===== src/rtl/lsuf_ram.sv =====
// ----------------------------------------------------------------------------
// lsuf_ram: single port synchronous ram, registered read
// ----------------------------------------------------------------------------
module lsuf_ram #(
    parameter int unsigned WIDTH = 8,
    parameter int unsigned DEPTH = 16
) (
    input  logic                     clk,
    input  logic                     we,
    input  logic [$clog2(DEPTH)-1:0] addr,
    input  logic [WIDTH-1:0]         wdata,
    output logic [WIDTH-1:0]         rdata
);

    logic [WIDTH-1:0] mem [DEPTH];

    always_ff @(posedge clk)
    begin
        if (we)
        begin
            mem[addr] <= wdata;
        end
        rdata <= mem[addr];
    end

endmodule


===== config.mk =====
export PLATFORM = sky130hd
export DESIGN_NAME = lsuf_ram
export DESIGN_NICKNAME = d
export VERILOG_FILES = /design/src/rtl/lsuf_ram.sv
export SDC_FILE = /design/constraint.sdc
export NUM_CORES = 1
export LEC_CHECK = 0
export BUFFER_PORTS_ARGS = -buffer_cell sky130_fd_sc_hd__buf_2
export CORE_MARGIN = 5
export CORE_UTILIZATION = 65
export CTS_CLUSTER_DIAMETER = 30
export DETAILED_ROUTE_END_ITERATION = 10
export PLACE_DENSITY = 0.81
export SLEW_MARGIN = 20
export SYNTH_ARGS = -nofsm -noshare
export SYNTH_HDL_FRONTEND = slang
export SYNTH_SLANG_ARGS = --single-unit

===== constraint.sdc =====
create_clock -name clk -period 3.9 [get_ports clk]
set_input_delay 0.39 -clock clk [delete_from_list [all_inputs] [get_ports clk]]
set_output_delay 0.39 -clock clk [all_outputs]
set_load 0.005 [all_outputs]

**After elaboration in Yosys (flattened, before gate mapping)**

Memories as Yosys holds them, arrays and structs flattened. A register that Yosys moved wholly into a read port is not among the register bits.
Index checks and enable logic that the tools add are counted.

- Register bits after elaboration: 0
- Latch bits: 0
- Bits in writable memories: 128
- ROM bits: 0
- Word-level logic and storage cells: 3
- Memories: 1

Memory list:

| name | depth | width | read ports | clocked after Yosys merged registers in | write ports | RTL line | RTL |
|---|---|---|---|---|---|---|---|
| mem | 16 | 8 | 1 | 1 | 1 | 15 | `logic [WIDTH-1:0] mem [DEPTH];` |

- $add $sub $neg: 0
- Multipliers: 0
- Divide/modulo/power cells: 0
- Magnitude comparators: 0
- Eq/ne operators: 0
- Shift operators: 0
- Muxes and demuxes: 2
- Bitwise logic cells: 0
- Reduce and logical (&&, ||, !) cells: 0

Operator list:

| operator | number |
|---|---|
| 1-bit 2-to-1 mux | 2 |

**Logic depth before layout (Yosys ltp)**

- Depth after elaboration: 2
- Mapped depth: 5

**Worst setup path before layout**

Ideal clock, no wire load.

- Path type: input to register
- Start: input addr[2]
- End: memory mem[0][0] (enable)
- Library setup time: 0.383 ns
- Arrival: 1.500 ns
- Slack: 2.017 ns
- Stages: 2
- Buffers on the path: 0
- Cells stage by stage: or3b_2 nor3_1

RTL lines:

| what | RTL line | RTL |
|---|---|---|
| from (decl) | 10 | `input logic [$clog2(DEPTH)-1:0] addr,` |
| to (decl) | 15 |  |

Straight into the memory's write port.

**Worst setup path after layout**

- Start: input addr[1]
- End: memory mem[15][4] (enable)

Straight into the memory's write port.

==> impl_metrics.tcl <==
set metrics [dict create \
    cap_violations 0 \
    via_count 2433 \
    yosys_warnings 0 \
    globalRouteMet2Util 0.3859 \
    place_congestion 0.7486 \
    synth_top_area_frac 0.7585 \
    clk_path_buf_depth 2 \
    htreeDepth 4 \
    cts_buffers 17 \
    r2r-start "mem[3][3]" \
    drive_gt1_frac 0.3225 \
    avgSynthCellArea_sq_um 22.03 \
    seq_area_sq_um 4004 \
    synth_cell_types 18 \
    grt_max_degree 40 \
    tritoncts "built" \
    grt_pass1_vias 2573 \
    setup_tns_ns 0 \
    syn_to_final_growth_pct 15.48 \
    clk_pin_slew_ns 0.06 \
    via_per_inst 6.437 \
    crit_fanout 39 \
    period_share 0.5061 \
    die_y_um 98.30 \
    cp.required_ns 4.04 \
    hp-class "input pin to flop" \
    initial_utilization 0.6626 \
    gr-usage-met1 0.3072 \
    cp.arrival_ns 2.11 \
    ys_ff_latch 136 \
    status "finished, final reports clean" \
    setup_viol 0 \
    post_cts_buffers 0 \
    crit_path_end_kind "flop" \
    whs_ns 0.2820 \
    postCtsHoldBufs 0 \
    drt_iter0_drc 292 \
    avgRoutedWirePerCell_um 26.89 \
    dieArea_sq_um 9662 \
    pin_count 22 \
    grt.met3_usage 0.06571 \
    holdCritStartpoint "wdata[3]" \
    fmax_mhz 506.6 \
    post-route-min-period_ns 1.974 \
    final.fill_count 396 \
    grt-busiest-layer "met2" \
    grt_usage 0.2352 \
    drc 0 \
    portBuffers 21 \
    grt_remaining_overflow 0 \
    syn_area_sq_um 5067 \
    vdd_drop_max_mv 0.4557 \
    ant_nets 0 \
    syn_nets 244 \
    clock-sinks 136 \
    antenna_cells 0 \
    die_w_um 98.30 \
    p_leak_nw 1.924 \
    postSynthCellCount 230 \
    crit_path_start_kind "input pin" \
    rows 32 \
    cts_resized 0 \
    cts_root_buf "clkbuf_8" \
    finalWirelength_um 10170 \
    synth.area.top_cells "edfxtp_1 (76%), mux4_2 (14%), dfxtp_1 (3.2%), a22oi_1 (2.4%), nor2_1 (0.96%)" \
    report.final.slew_viol_count 0 \
    fin_skew_ns 0.01264 \
    rsz0062_at_grt "false" \
    crit_path_start "addr[1]" \
    worst_slew_pin_slew_ns 0.9161 \
    clkLatencyLatePin_ns 0.52 \
    synth.largest_area_cell "edfxtp_1" \
    finalNetCount 278 \
    worst-setup-path-type "input pin to flop" \
    core_sq_um 7647 \
    drt-pass1-iter-count 5 \
    grt_pass1_wl_um 15900 \
    powerDensity_nw_per_um2 568.0 \
    hold_violations 0 \
    multi_input_area_sq_um 1003 \
    antenna_found_initial 0 \
    yosysSeqAreaShare 0.7901 \
    dp_hpwl_um 5785 \
    timing.slew.headroom 0.3892 \
]
kinds of logic (layout without fill, tap and decap cells):
kind of cell           after synthesis  after routing  synth area share
buffers and inverters               11             57           0.01185
muxes                               32             32            0.1422
DFF                                136            136            0.7901
AOI/OAI and AO/OA                   16             16           0.02370
and+or+nand+nor                     35             35           0.03210
power by group:
group          switching (mW)  total (mW)  internal [mW]
Combinational          0.0896       0.149         0.0595
Clock                   0.565        1.53          0.965
Sequential             0.0103        1.65           1.63
metal layers:
metal	vias up	routed length, um
met4	0	117
met1	1237	3672
met3	15	926
met5	-	0
met2	147	5450
li1	1034	-
area by class of cell:
class	instances	share of cell area
clock buffer	18	0.07141
clock inverter	13	0.02673
multi-input combinational	83	0.1715
sequential	136	0.6842
tap	102	0.02181
timing repair buffer	26	0.02437
flip-flops by register name, indices dropped and copies added, names as in the netlist:
name,cells
rdata,8
mem,128
placed cells by master (no fill, tap or decap), drive strengths merged, types with 2 or more instances in the layout:
cell type  count
clkbuf        18
clkinv         8
nand2          9
edfxtp       128
nor2b          2
nor2          13
mux4          32
dfxtp          8
buf           26
a22oi         16
nand3b         2
nor3           4
clkinvlp       2
nand2b         2
bufinv         3
synth_stat cells:
| library cell | number |
|---|---|
| dfxtp_1 | 8 |
| a22oi_1 | 16 |
| nor2b_1 | 2 |
| edfxtp_1 | 128 |
| nor2_1 | 13 |
| or3b_2 | 1 |
| and2_1 | 1 |
| mux4_2 | 32 |
| nor3_1 | 4 |
| nand2b_1 | 2 |
| nand2_1 | 9 |
| nand3_1 | 1 |
| buf_6 | 2 |
| buf_1 | 4 |
| clkbuf_1 | 2 |
| clkbuf_2 | 1 |
| buf_2 | 2 |
| nand3b_1 | 2 |
final timing paths:
kind,endpoint,slack (ns),cells past startpoint
worst max register to register,rdata[3],2.44,3
worst min register to register,rdata[3],0.67,3
worst min-delay path,mem[8][3],0.28,1
worst max-delay path,mem[15][4],1.93,3
stage by stage:
| stage | cells | setup slack, ns | total power [mW] | cell area (sq um) | utilization |
|---|---|---|---|---|---|
| floorplan | 230 | 2.017 | 1.757 | 5067 | - |
| global placement | 347 | 1.458 | 1.817 | 5278 | 0.6901 |
| detailed placement | 347 | 1.441 | 1.822 | 5278 | 0.6901 |
| CTS | 378 | 1.974 | 3.340 | 5852 | 0.7652 |
| global route | 378 | 1.796 | 3.443 | 5852 | 0.7652 |
| finish | 378 | 1.926 | 3.324 | 5852 | 0.7652 |
critical path: stages:
cell     delay, ns
buf_2         0.69
nand2_1       0.29
nor2_1        0.71
Power figures use the tool's default switching activity.
